==> src/rtl/core/cjd_pkg.sv <==
// shared types, constants and the month term table for the julian day converter
package cjd_pkg;

	localparam int unsigned REG_W  = 35;
	localparam int unsigned DATA_W = 64;
	localparam int unsigned ADDR_W = 4;

	localparam logic signed [REG_W-1:0] LAST_JULIAN_RESET    = 35'sd17520902;
	localparam logic signed [REG_W-1:0] FIRST_GREGORIAN_RESET = 35'sd17520914;

	localparam logic signed [20:0] YEAR_MIN = -21'sd1000000;
	localparam logic signed [20:0] YEAR_MAX = 21'sd1000000;

	// register byte addresses, one 64-bit slot per register
	localparam logic [ADDR_W-1:0] ADDR_LAST_JULIAN    = 4'h0;
	localparam logic [ADDR_W-1:0] ADDR_FIRST_GREGORIAN = 4'h8;

	typedef enum logic [2:0] {
		ST_OK     = 3'd0,
		ST_YEAR   = 3'd1,
		ST_DAY    = 3'd2,
		ST_HOUR   = 3'd3,
		ST_MINUTE = 3'd4,
		ST_SECOND = 3'd5,
		ST_MONTH  = 3'd6,
		ST_GAP    = 3'd7
	} status_t;

	typedef struct packed {
		logic signed [20:0] cal_year;
		logic [3:0]         cal_month;
		logic [4:0]         cal_day;
		logic [4:0]         cal_hour;
		logic [5:0]         cal_minute;
		logic [5:0]         cal_second;
	} date_t;

	typedef struct packed {
		logic signed [29:0] day_number;
		logic [16:0]        seconds_of_day;
		status_t            status;
	} result_t;

	// floor(30.6001*(m+1)) for the shifted month m = 3..14
	function automatic logic [8:0] month_term(input logic [3:0] m);
		logic [8:0] t;
		case (m)
			4'd3:    t = 9'd122;
			4'd4:    t = 9'd153;
			4'd5:    t = 9'd183;
			4'd6:    t = 9'd214;
			4'd7:    t = 9'd244;
			4'd8:    t = 9'd275;
			4'd9:    t = 9'd306;
			4'd10:   t = 9'd336;
			4'd11:   t = 9'd367;
			4'd12:   t = 9'd397;
			4'd13:   t = 9'd428;
			4'd14:   t = 9'd459;
			default: t = 9'd0;
		endcase
		return t;
	endfunction

endpackage

==> src/rtl/core/cjd_calc.sv <==
// combinational date check and julian day arithmetic
module cjd_calc (
	input  cjd_pkg::date_t                          date,
	input  logic signed [cjd_pkg::REG_W-1:0]        last_julian_date,
	input  logic signed [cjd_pkg::REG_W-1:0]        first_gregorian_date,
	output cjd_pkg::result_t                        result
);

	logic signed [20:0] yr;
	logic [10:0]        md;
	logic signed [34:0] req;
	logic               early;
	logic [3:0]         mo_adj;
	logic signed [21:0] ya;
	logic [20:0]        ya_mag;
	logic [42:0]        prod;
	logic [14:0]        q100;
	logic [12:0]        q400;
	logic [18:0]        q4;
	logic signed [21:0] mag_g;
	logic signed [21:0] b_greg;
	logic signed [22:0] v;
	logic signed [22:0] v_adj;
	logic signed [22:0] b_jul;
	logic signed [22:0] b_sel;
	logic signed [31:0] dn;
	logic [16:0]        sod;
	cjd_pkg::status_t   st;

	assign yr  = date.cal_year;
	assign md  = 11'(date.cal_month) * 11'd100 + 11'(date.cal_day);
	assign req = 35'(yr) * 35'sd10000 + $signed({24'd0, md});

	// jan and feb count as months 13 and 14 of the year before
	assign early  = (date.cal_month <= 4'd2);
	assign mo_adj = early ? date.cal_month + 4'd12 : date.cal_month;
	assign ya     = early ? 22'(yr) - 22'sd1 : 22'(yr);
	assign ya_mag = ya[21] ? 21'(-ya) : 21'(ya);

	// truncating divide of the magnitude by 100 through a reciprocal
	assign prod  = 43'(ya_mag) * 43'd2684355;
	assign q100  = prod[42:28];
	assign q400  = q100[14:2];
	assign q4    = ya_mag[20:2];
	assign mag_g = $signed({3'd0, q4}) + $signed({9'd0, q400}) - $signed({7'd0, q100});
	assign b_greg = ya[21] ? -mag_g : mag_g;

	// julian term, (y+4716)/4 rounded toward zero less 1181
	assign v     = 23'(ya) + 23'sd4716;
	assign v_adj = v[22] ? v + 23'sd3 : v;
	assign b_jul = (v_adj >>> 2) - 23'sd1181;

	always_comb begin
		b_sel = 23'sd0;
		if (yr < cjd_pkg::YEAR_MIN || yr > cjd_pkg::YEAR_MAX) begin
			st = cjd_pkg::ST_YEAR;
		end else if (date.cal_day == 5'd0) begin
			st = cjd_pkg::ST_DAY;
		end else if (date.cal_hour > 5'd23) begin
			st = cjd_pkg::ST_HOUR;
		end else if (date.cal_minute > 6'd59) begin
			st = cjd_pkg::ST_MINUTE;
		end else if (date.cal_second > 6'd59) begin
			st = cjd_pkg::ST_SECOND;
		end else if (date.cal_month == 4'd0 || date.cal_month > 4'd12) begin
			st = cjd_pkg::ST_MONTH;
		end else if (req <= last_julian_date) begin
			st    = cjd_pkg::ST_OK;
			b_sel = b_jul;
		end else if (req >= first_gregorian_date) begin
			st    = cjd_pkg::ST_OK;
			b_sel = 23'(b_greg);
		end else begin
			st = cjd_pkg::ST_GAP;
		end
	end

	assign dn = 32'(ya) * 32'sd365 + 32'sd1720997 + 32'(b_sel)
		+ $signed({23'd0, cjd_pkg::month_term(mo_adj)}) + $signed({27'd0, date.cal_day});

	assign sod = 17'(date.cal_hour) * 17'd3600 + 17'(date.cal_minute) * 17'd60
		+ 17'(date.cal_second);

	always_comb begin
		result.status = st;
		if (st == cjd_pkg::ST_OK) begin
			result.day_number     = dn[29:0];
			result.seconds_of_day = sod;
		end else begin
			result.day_number     = 30'sd0;
			result.seconds_of_day = 17'd0;
		end
	end

endmodule

==> src/rtl/core/calendar_date_to_julian_day.sv <==
// top level: register port, request register and result register around the converter
// a request passes the input register and then the result register, which shows its result with done high
// throughput: one request per cycle, busy stays low; the path is one input register,
// the check and day arithmetic (one constant reciprocal multiply), then the result register
// results cannot be stalled: each is marked by done for exactly one cycle
// reset clears both valid flags and loads the calendar switch registers with their defaults
module calendar_date_to_julian_day (
	input  logic                                clk,
	input  logic                                arst_n,
	// register port
	input  logic                                psel,
	input  logic                                penable,
	input  logic                                pwrite,
	input  logic [cjd_pkg::ADDR_W-1:0]          paddr,
	input  logic [cjd_pkg::DATA_W-1:0]          pwdata,
	output logic [cjd_pkg::DATA_W-1:0]          prdata,
	output logic                                pready,
	// request
	input  logic                                start,
	output logic                                busy,
	input  logic signed [20:0]                  cal_year,
	input  logic [3:0]                          cal_month,
	input  logic [4:0]                          cal_day,
	input  logic [4:0]                          cal_hour,
	input  logic [5:0]                          cal_minute,
	input  logic [5:0]                          cal_second,
	// result
	output logic                                done,
	output logic signed [29:0]                  day_number,
	output logic [16:0]                         seconds_of_day,
	output logic [2:0]                          status
);

	logic signed [cjd_pkg::REG_W-1:0] last_julian_q;
	logic signed [cjd_pkg::REG_W-1:0] first_gregorian_q;
	logic                             cfg_wr;

	logic                             valid_s1;
	cjd_pkg::date_t                   date_s1;
	cjd_pkg::result_t                 calc_res;
	logic                             valid_s2;
	cjd_pkg::result_t                 res_s2;

	// every request is taken; the pipe never holds one off
	assign busy   = 1'b0;
	assign pready = 1'b1;

	// register writes complete in the access phase; bit 3 of the address picks the register
	assign cfg_wr = psel & penable & pwrite & pready;

	always_ff @(posedge clk or negedge arst_n) begin
		if (!arst_n) begin
			last_julian_q     <= cjd_pkg::LAST_JULIAN_RESET;
			first_gregorian_q <= cjd_pkg::FIRST_GREGORIAN_RESET;
		end else if (cfg_wr) begin
			if (paddr[3] == cjd_pkg::ADDR_FIRST_GREGORIAN[3]) begin
				first_gregorian_q <= $signed(pwdata[cjd_pkg::REG_W-1:0]);
			end else begin
				last_julian_q <= $signed(pwdata[cjd_pkg::REG_W-1:0]);
			end
		end
	end

	// read data comes back sign extended to the bus width
	always_comb begin
		if (paddr[3] == cjd_pkg::ADDR_FIRST_GREGORIAN[3]) begin
			prdata = cjd_pkg::DATA_W'(first_gregorian_q);
		end else begin
			prdata = cjd_pkg::DATA_W'(last_julian_q);
		end
	end

	// stage 1: capture the request fields
	always_ff @(posedge clk or negedge arst_n) begin
		if (!arst_n) begin
			valid_s1 <= 1'b0;
		end else begin
			valid_s1 <= start & ~busy;
		end
	end

	always_ff @(posedge clk) begin
		if (start & ~busy) begin
			date_s1.cal_year   <= cal_year;
			date_s1.cal_month  <= cal_month;
			date_s1.cal_day    <= cal_day;
			date_s1.cal_hour   <= cal_hour;
			date_s1.cal_minute <= cal_minute;
			date_s1.cal_second <= cal_second;
		end
	end

	// checks, calendar choice and day arithmetic
	cjd_calc u_calc (
		.date                 (date_s1),
		.last_julian_date     (last_julian_q),
		.first_gregorian_date (first_gregorian_q),
		.result               (calc_res)
	);

	// stage 2: result register, shown for one cycle with done
	always_ff @(posedge clk or negedge arst_n) begin
		if (!arst_n) begin
			valid_s2 <= 1'b0;
		end else begin
			valid_s2 <= valid_s1;
		end
	end

	always_ff @(posedge clk) begin
		if (valid_s1) begin
			res_s2 <= calc_res;
		end
	end

	assign done           = valid_s2;
	assign day_number     = res_s2.day_number;
	assign seconds_of_day = res_s2.seconds_of_day;
	assign status         = res_s2.status;

endmodule
==> config.mk <==
export PLATFORM = sky130hd
export DESIGN_NAME = calendar_date_to_julian_day
export DESIGN_NICKNAME = d
export VERILOG_FILES = /design/src/rtl/core/cjd_pkg.sv /design/src/rtl/core/cjd_calc.sv /design/src/rtl/core/calendar_date_to_julian_day.sv
export SDC_FILE = /design/constraint.sdc
export NUM_CORES = 2
export LEC_CHECK = 0
export BUFFER_PORTS_ARGS = -buffer_cell sky130_fd_sc_hd__buf_2
export CELL_PAD_IN_SITES_DETAIL_PLACEMENT = 0
export CELL_PAD_IN_SITES_GLOBAL_PLACEMENT = 2
export CORE_MARGIN = 2
export CORE_UTILIZATION = 33
export CTS_CLUSTER_SIZE = 28
export DETAILED_ROUTE_END_ITERATION = 16
export PLACE_DENSITY = 0.66
export SETUP_SLACK_MARGIN = 0.2
export SLEW_MARGIN = 0
export SYNTH_ARGS = -nofsm -noshare
export SYNTH_HDL_FRONTEND = slang
export SYNTH_HIERARCHICAL = 1
export SYNTH_SLANG_ARGS = --single-unit
==> constraint.sdc <==
create_clock -name clk -period 20 [get_ports clk]
set_input_delay 1 -clock clk [delete_from_list [all_inputs] [get_ports clk]]
set_output_delay 1 -clock clk [all_outputs]
set_load 0.02 [all_outputs]
==> summary.md <==
| Metric | Value |
|---|---|
| Status | completed |
| Placed cells | 5215 |
| Seq/Total Area, Yosys | 13.7% |
| Sink Count | 169 |
| Vias in the first global route | 26000 |
| Fin crit period | 18.55 ns |
| Max-cap viol count | 0 |
| Die width | 327 um |
| CTS tree | built |
| Worst path max stage delay | 0.68 ns |
| Initial Utilization | 33.3% |
| Mapped Nets | 4764 |
| Buffers from clock root to sink, at most | 2 |
| Critical path required time | 20.23 ns |
| Worst Skew | 0.0332 ns |
| Nets@finish | 5030 |
| Main area contributors after synthesis | ha_1 25%, fa_1 22%, inv_1 8.6%, edfxtp_1 8.4%, xnor2_1 4.6% |
| IO Port Bufs | 203 |
| First-pass GRT wire length | 152 mm |
| Number of flops mapped to enable cells by yosys | 97 |
| Fill count | 10800 |
| Final HPWL DP | 83.1 mm |
| Mapped cell area | 0.0345 mm^2 |
| Die ar. | 0.107 mm^2 |
| Worst r2r src | date_s1[39] |
| RSZ-0062 raised after global routing | no |
| Crit share post-route | 92.8% |
| Total CTS buffers | 17 |
| Startpoint types | flop |
| Die Span Y | 327 um |
| Vias after detailed routing | 24800 |
| R2r setup slk | 1.45 ns |
| Largest net degree at the start of global routing | 62 |
| Layout cells sized above 1 | 14.5% |
| Worst r2r dst | day_number[28] |
| Fmax | 0.0539 GHz |
| Syn avg cell area | 9.60 um^2 |
| Clock transition at path regs | 0.07 ns |
| P&R area growth vs syn | 11.2% |
| Post-Place Worst Slack | 0.698 ns |
| Core area | 0.104 mm^2 |
| Slowest CP cell | edfxtp_1 |
| Hold_buf cts | 0 |
| Crit path top cell by count | fa_1 |
| GRT overflow | 0 |
| Rel. slew slack | 32.9% |
| Final setup violation count | 0 |
| Initial detailed-routing violation count | 1074 |
| Synth Register Bits | 169 |
| Vias per cell | 4.71 |
| Async S/R FF share, synth | 42.6% |
| Post-synth top area share | 24.5% |
| H-tree depth | 4 |
| Root buffer cell | clkbuf_16 |
| Antenna violations before repair | 4 |
| Routed wire length | 96.5 mm |
| Detail Route Antenna Nets | 0 |
| Final Hold Fails | 0 |
| Arr. time, crit path | 18.79 ns |
| Row cnt | 118 |
| ANT cells | 0 |
| Synth cell types | 111 |
| Clock latency on the worst-skew pair | 0.51 ns |
| Crit. End Element | flop |
| R2r worst-path depth | 66 |
| CP max FO | 15 |
| Setup TNS | 0 ns |
| Most common flop cell mapped by yosys | edfxtp_1 |
| Wire per inst | 18.4 um |
| Placer congestion estimate | 0.854 |
| Syn Inst Count | 3596 |
| Worst Tran Pin Value | 1.01 ns |
| Layout Cells excl Fill | 5255 |
| Synth warn | 6 |
| Hold Crit Class | input pin to asynchronous set/reset pin |
| Max Slew Vio Count | 0 |
| First-pass DRT Iterations | 7 |
| Global Route Usage Sum | 18.5% |
| Setup CP Type | flop to flop |
| DRC | 0 |
| Critical Path Source | date_s1[39] |
| Top Ports | 238 |
| Library cell with the largest summed area after synthesis | ha_1 |
| Final setup margin | 1.45 ns |
[final cells by class]
type	instances	area, um^2	area share, %
timing repair buffer	320	1900	4.94
inverter	795	2980	7.78
clock inverter	14	154	0.401
clock buffer	18	429	1.12
multi-input combinational	2559	26400	68.9
sequential	169	4740	12.4
tap	1380	1730	4.50
[routing by layer]
layer	up-vias	track usage (%)	wire [um]
li1	12400	-	-
met1	12000	27.1	49300
met2	301	29.4	43300
met3	49	2.16	2750
met4	2	3.07	1120
met5	-	0	11
[cell usage in the layout, fill, tap and decap left out, types with 31 or more instances in the layout]
master    netlist  layout
nor2_1        158     158
nand2_1       151     151
ha_1          676     674
a21o_1         66      66
a21oi_1       129     129
xnor2_1       181     177
buf_4          32     118
buf_2           9     202
nor3_1         58      58
fa_1          371     371
mux2_2         78      78
o21a_1         31      31
dfrtp_1        52      51
nand3_1        54      54
xor2_1         59      58
edfxtp_1       97      97
inv_1         791     791
o21ai_0        67      67
[metrics by stage]
step                      utilization (%)  instance area, um^2  hold slack (ns)
after floorplan                         -                34500            0.481
after global placement               36.3                37600            0.510
after detailed placement             36.3                37600            0.514
after CTS                            36.9                38200            0.261
after global routing                 37.0                38400            0.289
final                                37.0                38400            0.314
[sequential cells by signal, indices dropped and copies added (netlist names)]
| name | flops |
|---|---|
| status | 3 |
| date_s1 | 47 |
| valid_s1 | 1 |
| day_number | 30 |
| first_gregorian_q | 35 |
| last_julian_q | 35 |
| seconds_of_day | 17 |
| done | 1 |
[how the worst max path moves through the flow]
stage	end	slack (ns)	cells after the start
final	day_number[28]	1.45	66
after global routing	day_number[28]	0.19	71
after global placement	day_number[27]	0.80	69
after floorplan	day_number[29]	2.31	70
after CTS	day_number[27]	0.55	69
after detailed placement	day_number[27]	0.70	69
[cell families after synthesis]
| group | Yosys count | share of synthesized area (%) |
|---|---|---|
| buffers and inverters | 868 | 9.97 |
| muxes | 120 | 4.21 |
| and+or+nand+nor | 629 | 9.22 |
| xor gates and xnor gates | 248 | 6.56 |
| other | 2 | 0.0218 |
| DFF | 169 | 13.7 |
| AOI/OAI and AO/OA | 513 | 10.3 |
| adders and majority gates | 1047 | 46.0 |
[Yosys cell counts (18+ instances only)]
| master | number |
|---|---|
| fa_1 | 371 |
| a21oi_1 | 129 |
| inv_1 | 791 |
| buf_4 | 32 |
| xor2_1 | 59 |
| ha_1 | 676 |
| nand2_1 | 151 |
| nor2_1 | 158 |
| edfxtp_1 | 97 |
| mux2_2 | 78 |
| a31oi_1 | 25 |
| clkbuf_1 | 19 |
| nor3_1 | 58 |
| o22ai_1 | 19 |
| or2_2 | 21 |
| o21ai_0 | 67 |
| o21bai_1 | 19 |
| a211oi_1 | 18 |
| and3_1 | 26 |
| nor2b_1 | 19 |
| mux2_4 | 30 |
| nand3_1 | 54 |
| xnor2_1 | 181 |
| nand4_1 | 29 |
| a21o_1 | 66 |
| dfrtp_1 | 52 |
| o21a_1 | 31 |
| dfstp_2 | 20 |
[critical path, delay by kind of cell (launching register included)]
family / cells / cell delay, ns
mux: 1 / 0.31
simple gates: 14 / 3.50
flops: 1 / 0.68
fa+ha+maj: 17 / 7.28
compound gates: 21 / 4.36
buf+inv: 10 / 1.39
xor+xnor: 3 / 0.75
[timing repair]
| action | CTS | global route |
|---|---|---|
| buffers inserted | 0 | 8 |
| setup endpoints to repair | 0 | 9 |
| resized for setup | 0 | 17 |
Power is left out: the tool's default activity adds up to more than one toggle a clock period on the data nets, which glitch-free logic cannot reach.
